File: src/design/mpi_pkg.sv
`timescale 1ns / 1ps

package mpi_pkg;

  localparam int WORD_W      = 32;
  localparam int ANGLE_W     = 32;
  // Sums of four 32-bit words need two guard bits.
  localparam int SUM_W       = 34;
  localparam int MUL_A_W     = SUM_W;
  localparam int MUL_B_W     = 32;
  localparam int HALF_W      = MUL_B_W / 2;
  localparam int PROD_W      = MUL_A_W + MUL_B_W;
  localparam int GAIN_FRAC_W = 16;
  localparam int CW          = 34;
  localparam int ZW          = 34;
  localparam int ATAN_IDX_W  = 5;
  localparam int CFG_IDX_W   = 2;

  localparam int CORDIC_STEPS_DEF = 24;

  // Inverse CORDIC gain as an unsigned Q0.32 fraction.
  localparam logic [MUL_B_W-1:0] INV_GAIN = 32'h9B74_EDA8;

  localparam logic [CFG_IDX_W-1:0] REG_USE_INERTIAL  = 2'd0;
  localparam logic [CFG_IDX_W-1:0] REG_HEADING_GAIN  = 2'd1;
  localparam logic [CFG_IDX_W-1:0] REG_RESET_HEADING = 2'd2;

  typedef struct packed {
    logic signed [WORD_W-1:0] delta_one;
    logic signed [WORD_W-1:0] delta_two;
    logic signed [WORD_W-1:0] delta_three;
    logic signed [WORD_W-1:0] delta_four;
    logic signed [WORD_W-1:0] travel_one;
    logic signed [WORD_W-1:0] travel_two;
    logic signed [WORD_W-1:0] travel_three;
    logic signed [WORD_W-1:0] travel_four;
    logic [ANGLE_W-1:0]       inertial_angle;
    logic                     inertial_busy;
  } item_t;

  typedef struct packed {
    logic signed [WORD_W-1:0] pose_x;
    logic signed [WORD_W-1:0] pose_y;
    logic [ANGLE_W-1:0]       pose_heading;
  } result_t;

  // Arctangent of 2^-i in binary angle units (full turn is 2^32).
  function automatic logic [ANGLE_W-1:0] atan_at(input logic [ATAN_IDX_W-1:0] idx);
    logic [ANGLE_W-1:0] v;
    case (idx)
      5'd0:    v = 32'd536870912;
      5'd1:    v = 32'd316933406;
      5'd2:    v = 32'd167458907;
      5'd3:    v = 32'd85004756;
      5'd4:    v = 32'd42667331;
      5'd5:    v = 32'd21354465;
      5'd6:    v = 32'd10679838;
      5'd7:    v = 32'd5340245;
      5'd8:    v = 32'd2670163;
      5'd9:    v = 32'd1335087;
      5'd10:   v = 32'd667544;
      5'd11:   v = 32'd333772;
      5'd12:   v = 32'd166886;
      5'd13:   v = 32'd83443;
      5'd14:   v = 32'd41722;
      5'd15:   v = 32'd20861;
      5'd16:   v = 32'd10430;
      5'd17:   v = 32'd5215;
      5'd18:   v = 32'd2608;
      5'd19:   v = 32'd1304;
      5'd20:   v = 32'd652;
      5'd21:   v = 32'd326;
      5'd22:   v = 32'd163;
      5'd23:   v = 32'd81;
      5'd24:   v = 32'd41;
      5'd25:   v = 32'd20;
      5'd26:   v = 32'd10;
      5'd27:   v = 32'd5;
      5'd28:   v = 32'd3;
      5'd29:   v = 32'd1;
      5'd30:   v = 32'd1;
      default: v = 32'd0;
    endcase
    return v;
  endfunction

endpackage

File: src/design/mpi_mul.sv
`timescale 1ns / 1ps

// Signed by unsigned multiplier that forms its product from two half-width
// partial products on consecutive cycles.
module mpi_mul (
  input  logic                                 clk,
  input  logic                                 rst,
  input  logic                                 start,
  input  logic signed [mpi_pkg::MUL_A_W-1:0]   mul_a,
  input  logic        [mpi_pkg::MUL_B_W-1:0]   mul_b,
  output logic                                 done,
  output logic signed [mpi_pkg::PROD_W-1:0]    prod
);
  import mpi_pkg::*;

  logic                            busy;
  logic                            half;
  logic signed [MUL_A_W-1:0]       a_r;
  logic        [MUL_B_W-1:0]       b_r;
  logic signed [HALF_W:0]          b_part;
  logic signed [MUL_A_W+HALF_W:0]  part;
  logic signed [PROD_W-1:0]        part_ext;

  always_comb begin
    b_part   = $signed({1'b0, half ? b_r[MUL_B_W-1:HALF_W] : b_r[HALF_W-1:0]});
    part     = a_r * b_part;
    part_ext = {{(PROD_W-MUL_A_W-HALF_W-1){part[MUL_A_W+HALF_W]}}, part};
  end

  always_ff @(posedge clk) begin
    if (rst) begin
      busy <= 1'b0;
      half <= 1'b0;
      done <= 1'b0;
    end else begin
      done <= 1'b0;
      if (start) begin
        busy <= 1'b1;
        half <= 1'b0;
      end else if (busy) begin
        if (!half) begin
          half <= 1'b1;
        end else begin
          busy <= 1'b0;
          done <= 1'b1;
        end
      end
    end
  end

  always_ff @(posedge clk) begin
    if (start) begin
      a_r <= mul_a;
      b_r <= mul_b;
    end
    if (busy) begin
      if (!half) begin
        prod <= part_ext;
      end else begin
        prod <= prod + (part_ext <<< HALF_W);
      end
    end
  end

endmodule

File: src/design/mpi_cordic.sv
`timescale 1ns / 1ps

// Rotation-mode CORDIC: one micro-rotation per cycle through a single
// shift-and-add unit. The input vector must already carry the gain correction.
module mpi_cordic #(
  parameter int STEPS = mpi_pkg::CORDIC_STEPS_DEF
) (
  input  logic                          clk,
  input  logic                          rst,
  input  logic                          start,
  input  logic signed [mpi_pkg::CW-1:0] x0,
  input  logic signed [mpi_pkg::CW-1:0] y0,
  input  logic signed [mpi_pkg::ZW-1:0] z0,
  output logic                          done,
  output logic signed [mpi_pkg::CW-1:0] x_out,
  output logic signed [mpi_pkg::CW-1:0] y_out
);
  import mpi_pkg::*;

  localparam int IW = $clog2(STEPS);

  logic                busy;
  logic [IW-1:0]       cnt;
  logic signed [CW-1:0] x, y, xs, ys, x_next, y_next;
  logic signed [ZW-1:0] z, z_next, at_ext;
  logic [ANGLE_W-1:0]   at;
  logic                 ccw;

  always_comb begin
    xs     = x >>> cnt;
    ys     = y >>> cnt;
    at     = atan_at(ATAN_IDX_W'(cnt));
    at_ext = $signed({{(ZW-ANGLE_W){1'b0}}, at});
    // A residual angle of zero or more turns the vector anticlockwise.
    ccw    = !z[ZW-1];
    x_next = ccw ? x - ys : x + ys;
    y_next = ccw ? y + xs : y - xs;
    z_next = ccw ? z - at_ext : z + at_ext;
  end

  always_ff @(posedge clk) begin
    if (rst) begin
      busy <= 1'b0;
      cnt  <= '0;
      done <= 1'b0;
    end else begin
      done <= 1'b0;
      if (start) begin
        busy <= 1'b1;
        cnt  <= '0;
      end else if (busy) begin
        cnt <= cnt + 1'b1;
        if (cnt == IW'(STEPS - 1)) begin
          busy <= 1'b0;
          done <= 1'b1;
        end
      end
    end
  end

  always_ff @(posedge clk) begin
    if (start) begin
      x <= x0;
      y <= y0;
      z <= z0;
    end else if (busy) begin
      x <= x_next;
      y <= y_next;
      z <= z_next;
    end
  end

  assign x_out = x;
  assign y_out = y;

endmodule

File: src/design/mecanum_pose_integrator.sv
`timescale 1ns / 1ps

// Mecanum pose integrator. Each item beat carries four wheel travel deltas,
// four cumulative wheel positions and an inertial heading sample; the block
// forms a new heading (inertial sample plus reset heading, or the signed wheel
// position sum times a Q16.16 gain), turns the local offset of the base by
// minus the mean of the old and new headings, and adds it to the wrapping
// Q24.8 pose, giving one result beat per kept item. In inertial mode an item
// that arrives while the sensor is calibrating is taken and dropped without
// a result or any change of pose. The block handles one item at a time: it
// takes no new item until a kept item has been turned into its result. A
// kept item passes in order through the heading step, the mean heading step,
// the two gain-correction products, the CORDIC rotation and the pose update.
// The CORDIC unit performs one micro-rotation per cycle, and the shared
// multiplier is used three times per item (heading gain and the two
// gain-correction products), each time with a start step, two partial
// products and a done step. The result beat sits in the pose registers
// themselves, so a new item may be accepted while the previous result is
// still waiting to be taken; the block only holds back the next result
// until the old one has gone. Configuration registers may be written at
// any time the block is idle.
module mecanum_pose_integrator #(
  parameter int CORDIC_STEPS = mpi_pkg::CORDIC_STEPS_DEF
) (
  input  logic                             clk,
  input  logic                             rst,
  input  logic                             item_valid,
  output logic                             item_stall,
  input  mpi_pkg::item_t                   item,
  output logic                             result_valid,
  input  logic                             result_stall,
  output mpi_pkg::result_t                 result,
  input  logic                             cfg_write,
  input  logic [mpi_pkg::CFG_IDX_W-1:0]    cfg_index,
  input  logic [mpi_pkg::WORD_W-1:0]       cfg_data
);
  import mpi_pkg::*;

  localparam logic [3:0] S_IDLE   = 4'd0;
  localparam logic [3:0] S_HEAD   = 4'd1;
  localparam logic [3:0] S_HWAIT  = 4'd2;
  localparam logic [3:0] S_MEAN   = 4'd3;
  localparam logic [3:0] S_PSX    = 4'd4;
  localparam logic [3:0] S_PSXW   = 4'd5;
  localparam logic [3:0] S_PSY    = 4'd6;
  localparam logic [3:0] S_PSYW   = 4'd7;
  localparam logic [3:0] S_RSTART = 4'd8;
  localparam logic [3:0] S_ROT    = 4'd9;
  localparam logic [3:0] S_DONE   = 4'd10;

  logic [3:0] state, state_next;

  // Configuration registers.
  logic               use_inertial;
  logic [WORD_W-1:0]  heading_gain;
  logic [ANGLE_W-1:0] reset_heading;

  // Pose state, which also forms the result beat.
  logic signed [WORD_W-1:0] pos_x, pos_y;
  logic [ANGLE_W-1:0]       heading;

  // Working registers for the item in flight.
  item_t                    item_r;
  logic signed [WORD_W-1:0] lx, ly;
  logic [ANGLE_W-1:0]       new_hd;
  logic [ANGLE_W-1:0]       mean;
  logic                     fold;
  logic signed [ZW-1:0]     z0_r;
  logic signed [CW-1:0]     px, py;

  logic item_accept, result_accept, drop, out_free;

  logic signed [SUM_W-1:0] d1e, d2e, d3e, d4e, t1e, t2e, t3e, t4e;
  logic signed [SUM_W-1:0] wheel_sum, lx_sum, ly_sum;
  logic [ANGLE_W-1:0]      diff, ang;
  logic                    fold_now;
  logic signed [WORD_W:0]  vx, vy;

  logic                      mul_start, mul_done;
  logic signed [MUL_A_W-1:0] mul_a;
  logic [MUL_B_W-1:0]        mul_b;
  logic signed [PROD_W-1:0]  mul_prod;

  logic                 cor_start, cor_done;
  logic signed [CW-1:0] cor_x, cor_y;

  assign item_stall    = (state != S_IDLE);
  assign item_accept   = item_valid && !item_stall;
  assign result_accept = result_valid && !result_stall;
  // A calibrating inertial sensor makes the item worthless in inertial mode.
  assign drop          = use_inertial && item.inertial_busy;
  // The pose registers may only change once any waiting result has gone.
  assign out_free      = !result_valid || !result_stall;

  always_comb begin
    result.pose_x       = pos_x;
    result.pose_y       = pos_y;
    result.pose_heading = heading;
  end

  // Wheel sums, all exact in the widened word.
  always_comb begin
    d1e = SUM_W'(item_r.delta_one);
    d2e = SUM_W'(item_r.delta_two);
    d3e = SUM_W'(item_r.delta_three);
    d4e = SUM_W'(item_r.delta_four);
    t1e = SUM_W'(item_r.travel_one);
    t2e = SUM_W'(item_r.travel_two);
    t3e = SUM_W'(item_r.travel_three);
    t4e = SUM_W'(item_r.travel_four);
    wheel_sum = t2e - t1e - t3e + t4e;
    lx_sum    = d1e - d2e - d3e + d4e;
    ly_sum    = d1e + d2e + d3e + d4e;
  end

  // Shortest signed difference between headings, halved with floor in S_MEAN.
  assign diff = new_hd - heading;

  // The rotation angle is minus the mean heading. Angles in the second or
  // third quadrant are folded by a half turn, and the vector negated to match.
  always_comb begin
    ang      = -mean;
    fold_now = ang[ANGLE_W-1] ^ ang[ANGLE_W-2];
    vx       = fold_now ? -(($bits(vx))'(lx)) : ($bits(vx))'(lx);
    vy       = fold ? -(($bits(vy))'(ly)) : ($bits(vy))'(ly);
  end

  // The multiplier serves the heading gain first, then the gain correction
  // of each vector component.
  always_comb begin
    mul_start = (state == S_HEAD) || (state == S_PSX) || (state == S_PSY);
    if (state == S_HEAD) begin
      mul_a = wheel_sum;
      mul_b = heading_gain;
    end else if (state == S_PSX) begin
      mul_a = SUM_W'(vx);
      mul_b = INV_GAIN;
    end else begin
      mul_a = SUM_W'(vy);
      mul_b = INV_GAIN;
    end
  end

  assign cor_start = (state == S_RSTART);

  always_comb begin
    state_next = state;
    unique case (state)
      S_IDLE: begin
        if (item_accept && !drop) begin
          state_next = S_HEAD;
        end
      end
      S_HEAD:   state_next = S_HWAIT;
      S_HWAIT: begin
        if (mul_done) begin
          state_next = S_MEAN;
        end
      end
      S_MEAN:   state_next = S_PSX;
      S_PSX:    state_next = S_PSXW;
      S_PSXW: begin
        if (mul_done) begin
          state_next = S_PSY;
        end
      end
      S_PSY:    state_next = S_PSYW;
      S_PSYW: begin
        if (mul_done) begin
          state_next = S_RSTART;
        end
      end
      S_RSTART: state_next = S_ROT;
      S_ROT: begin
        if (cor_done) begin
          state_next = S_DONE;
        end
      end
      S_DONE: begin
        if (out_free) begin
          state_next = S_IDLE;
        end
      end
      default:  state_next = S_IDLE;
    endcase
  end

  always_ff @(posedge clk) begin
    if (rst) begin
      state         <= S_IDLE;
      use_inertial  <= 1'b0;
      heading_gain  <= '0;
      reset_heading <= '0;
      pos_x         <= '0;
      pos_y         <= '0;
      heading       <= '0;
      result_valid  <= 1'b0;
    end else begin
      state <= state_next;
      if (cfg_write) begin
        unique case (cfg_index)
          REG_USE_INERTIAL:  use_inertial  <= cfg_data[0];
          REG_HEADING_GAIN:  heading_gain  <= cfg_data;
          REG_RESET_HEADING: reset_heading <= cfg_data;
          default: ;
        endcase
      end
      if (state == S_DONE && out_free) begin
        pos_x        <= pos_x + cor_x[WORD_W-1:0];
        pos_y        <= pos_y + cor_y[WORD_W-1:0];
        heading      <= new_hd;
        result_valid <= 1'b1;
      end else if (result_accept) begin
        result_valid <= 1'b0;
      end
    end
  end

  always_ff @(posedge clk) begin
    if (item_accept) begin
      item_r <= item;
    end
    if (state == S_HEAD) begin
      lx <= lx_sum[SUM_W-1:2];
      ly <= ly_sum[SUM_W-1:2];
    end
    if (state == S_HWAIT && mul_done) begin
      new_hd <= use_inertial ? item_r.inertial_angle + reset_heading
                             : mul_prod[GAIN_FRAC_W +: ANGLE_W];
    end
    if (state == S_MEAN) begin
      mean <= heading + {diff[ANGLE_W-1], diff[ANGLE_W-1:1]};
    end
    if (state == S_PSX) begin
      fold <= fold_now;
      z0_r <= ZW'($signed(fold_now ? {~ang[ANGLE_W-1], ang[ANGLE_W-2:0]} : ang));
    end
    if (state == S_PSXW && mul_done) begin
      px <= mul_prod[PROD_W-1 -: CW];
    end
    if (state == S_PSYW && mul_done) begin
      py <= mul_prod[PROD_W-1 -: CW];
    end
  end

  mpi_mul u_mul (
    .clk   (clk),
    .rst   (rst),
    .start (mul_start),
    .mul_a (mul_a),
    .mul_b (mul_b),
    .done  (mul_done),
    .prod  (mul_prod)
  );

  mpi_cordic #(
    .STEPS (CORDIC_STEPS)
  ) u_cordic (
    .clk   (clk),
    .rst   (rst),
    .start (cor_start),
    .x0    (px),
    .y0    (py),
    .z0    (z0_r),
    .done  (cor_done),
    .x_out (cor_x),
    .y_out (cor_y)
  );

endmodule

File: config.mk
export PLATFORM = sky130hd
export DESIGN_NAME = mecanum_pose_integrator
export DESIGN_NICKNAME = d
export VERILOG_FILES = /design/src/design/mpi_pkg.sv /design/src/design/mpi_mul.sv /design/src/design/mpi_cordic.sv /design/src/design/mecanum_pose_integrator.sv
export SDC_FILE = /design/constraint.sdc
export NUM_CORES = 2
export LEC_CHECK = 0
export ABC_CLOCK_PERIOD_IN_PS = 21800
export BUFFER_PORTS_ARGS = -buffer_cell sky130_fd_sc_hd__buf_2
export CAP_MARGIN = 10
export CORE_MARGIN = 5
export CORE_UTILIZATION = 50
export CTS_CLUSTER_DIAMETER = 40
export CTS_CLUSTER_SIZE = 8
export DETAILED_ROUTE_END_ITERATION = 12
export PLACE_DENSITY_LB_ADDON = 0.3
export SYNTH_ARGS = -nofsm -noshare
export SYNTH_HDL_FRONTEND = slang
export SYNTH_HIERARCHICAL = 1
export SYNTH_SLANG_ARGS = --single-unit
File: constraint.sdc
create_clock -name clk -period 21.8 [get_ports clk]
set_clock_uncertainty 0.15 [all_clocks]
set_input_delay 0 -clock clk [delete_from_list [all_inputs] [get_ports clk]]
set_output_delay 0 -clock clk [all_outputs]
set_load 0.02 [all_outputs]
== Yosys cells after proc, flatten, opt, wreduce, memory -nomap -nowiden ==
Memory sizes are Yosys's and may differ from the RTL's. A register that Yosys moved wholly into a read port is not among the register bits.
Index checks and enable logic that the tools add are counted.

* Output and inout port bits: 98
* Register bits: 927
* Logic and storage cells: 153
* Memory bits (read-only): 960
* Memories kept: 1

{| class="wikitable"
|+ Memory list
! memory !! words !! width !! rd ports !! clocked after Yosys merged registers in !! wr ports !! RTL line !! source
|-
| (name not given) || 32 || 30 || 1 || 1 || 0 || mpi_pkg.sv:50 || <nowiki>case (idx)</nowiki>
|}

* Reductions and logical operators: 28
* Eq/ne operators: 19
* Muxes and demuxes: 36
* Bitwise operators: 4
* $add $sub $neg: 25
* Shift-type cells: 2
* Multiply operators: 1

{| class="wikitable"
|+ Operator list
! kind !! count
|-
| 2-to-1 mux 34 bit || 11
|-
| adder 32 bit || 4
|-
| adder 34 x 32 -> 34 bit || 3
|-
| adder 34 bit || 2
|-
| >>> shifter 34 x 5 -> 34 bit || 2
|-
| subtractor 33 x 32 -> 34 bit || 2
|-
| subtractor 34 bit || 2
|-
| adder 66 bit || 1
|-
| 2-to-1 mux 33 bit || 2
|-
| 2-to-1 mux 66 bit || 1
|-
| negator 32 -> 33 bit || 2
|-
| subtractor 32 x 32 -> 33 bit || 2
|-
| 2-to-1 mux 32 bit || 2
|-
| multiplier 34 x 17 -> 51 bit || 1
|-
| one-hot mux 4 bit (11 select lines) || 1
|-
| adder 33 x 32 -> 34 bit || 1
|-
| adder 34 x 33 -> 34 bit || 1
|-
| subtractor 34 x 33 -> 34 bit || 1
|-
| adder 32 x 32 -> 33 bit || 1
|-
| negator 32 bit || 1
|-
| subtractor 32 bit || 1
|-
| 2-to-1 mux 4 bit || 6
|-
| equality test 4 x 3 -> 1 bit (second input constant) || 4
|-
| 2-to-1 mux 16 bit || 1
|-
| 24 further kinds || 60
|}

== Longest topological paths before layout ==
* Depth in word-level cells: 6
* Gate-level depth with buffers: 39
* Mapped depth without buffers: 34

== Modules after synthesis ==
Netlist, hierarchy kept.

{| class="wikitable"
|+ Modules (own cells, without submodules)
! module !! cells each !! times used !! area an instance (µm²)
|-
| mecanum_pose_integrator || 3856 || 1 || 41373.4
|-
| mpi_mul || 2851 || 1 || 26729.4
|-
| mpi_cordic || 2064 || 1 || 17644.4
|}

== Least setup slack after synthesis ==
No wires, ideal clock.

* Path type: flip-flop to flip-flop
* Start point: reg u_mul.half
* End point: reg u_mul/prod[65] (netlist bit), data pin
* Clock period less this slack: 9.407 ns
* Setup time: 0.254 ns
* Cell stages (with the launch flop): 36
* Path buffers: 4
* Slack: 12.393 ns
* Required time: 21.396 ns
* Arrival: 9.003 ns
* Cell sequence: dfxtp_1 -> clkbuf_1 -> clkbuf_1 -> mux2_2 -> clkbuf_1 -> nand2_1 -> fa_1 -> fa_1 -> fa_1 -> inv_1 -> fa_1 -> fa_1 -> inv_1 -> fa_1 -> inv_1 -> ha_1 -> a21o_1 -> a21oi_2 -> o211ai_1 -> a221o_1 -> a21o_1 -> o41a_1 -> a31oi_1 -> xnor2_1 -> ha_1 -> clkbuf_1 -> a21o_1 -> a21o_1 -> a21oi_1 -> o2111ai_1 -> a221o_1 -> a311o_1 -> a21oi_1 -> xor2_1 -> xnor2_1 -> a21o_1

* Cells in the longest elaborated chain, start to end: 4

{| class="wikitable"
|+ RTL lines
! item !! RTL line !! source
|-
| from (decl) || mpi_mul.sv:17 || <nowiki>logic half;</nowiki>
|-
| from (signal assigned) || mpi_mul.sv:33 || <nowiki>half <= 1'b0;</nowiki>
|-
| from (signal assigned) || mpi_mul.sv:39 || <nowiki>half <= 1'b0;</nowiki>
|-
| from (signal assigned) || mpi_mul.sv:42 || <nowiki>half <= 1'b1;</nowiki>
|-
| 2-to-1 mux 16 bit || mpi_mul.sv:25 || <nowiki>b_part = $signed({1'b0, half ? b_r[MUL_B_W-1:HALF_W] : b_r[HALF_W-1:0]});</nowiki>
|-
| multiplier 34 x 17 -> 51 bit || mpi_mul.sv:26 || <nowiki>part = a_r * b_part;</nowiki>
|-
| adder 66 bit || mpi_mul.sv:60 || <nowiki>prod <= prod + (part_ext <<< HALF_W);</nowiki>
|-
| 2-to-1 mux 66 bit * || mpi_mul.sv:57 || <nowiki>if (!half) begin</nowiki>
|-
| to (signal assigned) || mpi_mul.sv:58 || <nowiki>prod <= part_ext;</nowiki>
|-
| to (signal assigned) || mpi_mul.sv:60 ||
|-
| to (decl) || mpi_mul.sv:12 || <nowiki>output logic signed [mpi_pkg::PROD_W-1:0] prod</nowiki>
|}

Mark *: on every way between the ends. The rest lies on a longest branch, timed or not.
A chain may end at the register's enable or synchronous reset.

== Final worst setup path ==
Same ends and word-level chain as after synthesis.

==> flow_results.org <==
** Status
- The flow ran to the end, and the final reports show no timing, DRC or antenna violations.

** Synth
- The cell area that synthesis handed to floorplanning was 0.08517 mm^2.
- Post-Syn Nets :: 10330
- Yosys warning count :: 6
- Post-synthesis area per instance :: 9.746 um^2
- Number of instances in the synthesized netlist :: 8739

** STA
- Summed over all failing endpoints, the final setup total negative slack is 0 ns.
- At the pin with the least slew margin, the transition time is 1.232 ns.
- Headroom to the max-slew limit came out at 15.73%.
- Count of final hold-check violations :: 0
- Final period demand of the worst path :: 10.59 ns
- Fmax :: 94.47 MHz
- Setup repair after global routing missed its margin :: no
- Number of pins exceeding their max-slew limit in the final report :: 0
- After layout, the worst path uses 48.56% of the clock period.
- Setup violations remaining at the end of the flow were counted as 0.

** Worst setup path
- Critical Path AT :: 11.00 ns
- Max stage delay cell, worst path :: sky130_fd_sc_hd__mux2_2
- In this run the worst path has a maximum fanout of 34.
- For this run, the slowest stage of the critical path takes 0.87 ns.
- The critical path contains buffers and inverters numbering 3 combined.
- The cell family contributing the most delay on the critical path is adder cells.
- CP endpoint kind :: flop
- At the worst endpoint, the required time is 22.22 ns.
- The worst setup path is of the flop to flop kind.
- Among the stages of the critical path, the cell type that occurs most often is sky130_fd_sc_hd__fa_1.
- Worst setup SP type :: flop

** Floorplan
- Die Y-Extent :: 422.7 um
- The die covers 0.1787 mm^2.
- Initial core utilization :: 50.26%
- Top-Level Pins :: 426
- Area of the core :: 0.1695 mm^2
- Horizontal die dimension :: 422.7 um
- After floorplanning, the core was divided into 151 placement rows.

** Clock network
- The later pin in the worst-skew pair is clocked with a latency of 0.85 ns.
- Buffers added to address setup during post-CTS repair amount to 0.
- TritonCTS built the clock tree.
- Post-CTS repair changed the size of 0 cells.
- TritonCTS buffer count :: 179
- Clock tree synthesis selected as its root buffer the cell sky130_fd_sc_hd__clkbuf_16.
- The clock passes through at most 3 buffers.
- Clock tree synthesis found a total of 940 sinks.
- Clock-pin slew was measured on the worst setup and hold paths at 0.05 ns.
- CTS built an H-tree with a depth of 4.

** Place
- Detailed placement finished with a half-perimeter wire length of 204.7 mm.
- During placement, the flow inserted port buffers numbering 425.
- At the end of routability-driven placement, the weighted congestion stood at 0.9838.

** GRT
- The initial antenna violation count came to 18.
- The number of global-route vias before repair came to 75526.
- First-pass GRT wire length :: 443.6 mm
- Global routing consumed, over all layers together, 31.96% of the routing resources.
- Summed over all layers, the global routing overflow is 0.
- Entering global routing, the biggest net connects 92 pins.

** Finish
- Storage element area :: 0.02618 mm^2
- Counting the fill cells in the layout gives 13606.
- Final net count :: 11345
- Commonest cells after routing, fill and taps aside :: 1053 x sky130_fd_sc_hd__nand2_1, 973 x sky130_fd_sc_hd__inv_1, 734 x sky130_fd_sc_hd__edfxtp_1
- Area growth syn-to-layout :: 19.88%
- Leaving out fill and tap cells, the most frequent cell in the layout is sky130_fd_sc_hd__nand2_1.
- Total area of multi-input combinational cells :: 0.05396 mm^2
- Share of final-layout standard cells stronger than drive strength 1 :: 10.33%

** Worst hold path
- The worst hold path belongs to the class input pin to flop.

** Drt
- Post-route DRC :: 0
- Count of antenna-violating nets left after detailed routing :: 0
- In the final routed layout, each cell accounts on average for 24.03 um.
- Dividing the detail-routed via count by the number of cells gives 5.964.
- The final layout contains routed wiring with a total length of 291.4 mm.
- Iteration-0 DRC Markers :: 6758
- The routed layout has 72299 vias.
- TritonRoute pass-1 iters :: 7

** Flow run
- The tool flagged a number of max-cap violations equal to 0.
[worst min-delay path, delay by kind of cell]
family	cells	cell delay (ns)
buffers and inverters	1	0.12
and+or+nand+nor	5	0.26
AOI/OAI and AO/OA	3	0.46
muxes	1	0.21
[layer usage]
layer | part of all wire [%] | routed length (um) | vias up | GRT usage (%)
li1 | - | - | 32349 | -
met1 | 36 | 105800 | 35467 | 36.11
met5 | 0 | 0 | - | 0
met3 | 6.5 | 19080 | 1025 | 5.534
met2 | 49 | 142600 | 3458 | 55.24
met4 | 8.2 | 23860 | 0 | 21.90
[sequential cells by signal, summed over array words and instances, names as in the netlist, 34 cells and up]
register,flops
item_r,160
px,34
u_mul/a_r,34
u_cordic/y_out,34
u_mul/prod,50
u_cordic/z,34
py,34
u_cordic/x_out,34
[stage by stage]
| stage | cell area (um^2) | setup slack (ns) | std cells | hold slack (ns) | util (%) |
|---|---|---|---|---|---|
| final | 102100 | 11.22 | 12123 | 0.1187 | 60.25 |
| after global placement | 89310 | 11.36 | 11114 | 0.02584 | 52.70 |
| after floorplan | 85170 | 12.39 | 8739 | -0.07762 | - |
| after detailed placement | 89310 | 11.38 | 11114 | 0.02810 | 52.70 |
| after CTS | 102100 | 11.26 | 12106 | 0.02299 | 60.22 |
| after global routing | 102100 | 10.63 | 12118 | 0.1754 | 60.24 |
[cell type report]
cell class / count / area share (%)
clock buffers: 228 / 4.728
flip-flops and latches: 940 / 25.64
multi-input cells: 6474 / 52.85
inverters: 980 / 3.605
clock inverters: 87 / 1.109
diodes: 17 / 0.04167
repair buffers: 1179 / 9.303
well taps: 2218 / 2.718
[timing repair]
| item | CTS | global route |
|---|---|---|
| endpoints found under the setup margin | 0 | 0 |
| hold buffers | 677 | 0 |
| endpoints found under the hold margin | 514 | 0 |
[path summary, 6_finish.rpt]
path	start	to	slack, ns	depth (start not counted)
hold reg to reg	heading_gain[17]$_SDFFE_PP0P_	heading_gain[17]$_SDFFE_PP0P_	0.30	2
setup reg to reg	u_mul/half$_SDFFE_PP0P_	u_mul/prod[65]$_DFFE_PP_	11.22	32
setup / recovery	u_mul/half$_SDFFE_PP0P_	u_mul/prod[65]$_DFFE_PP_	11.22	32
hold / removal	item[0]	state[0]$_SDFFE_PP0P_	0.12	10
Power is not shown: default switching activity piles up to over one toggle a cycle in this logic, so the estimate is an artifact.
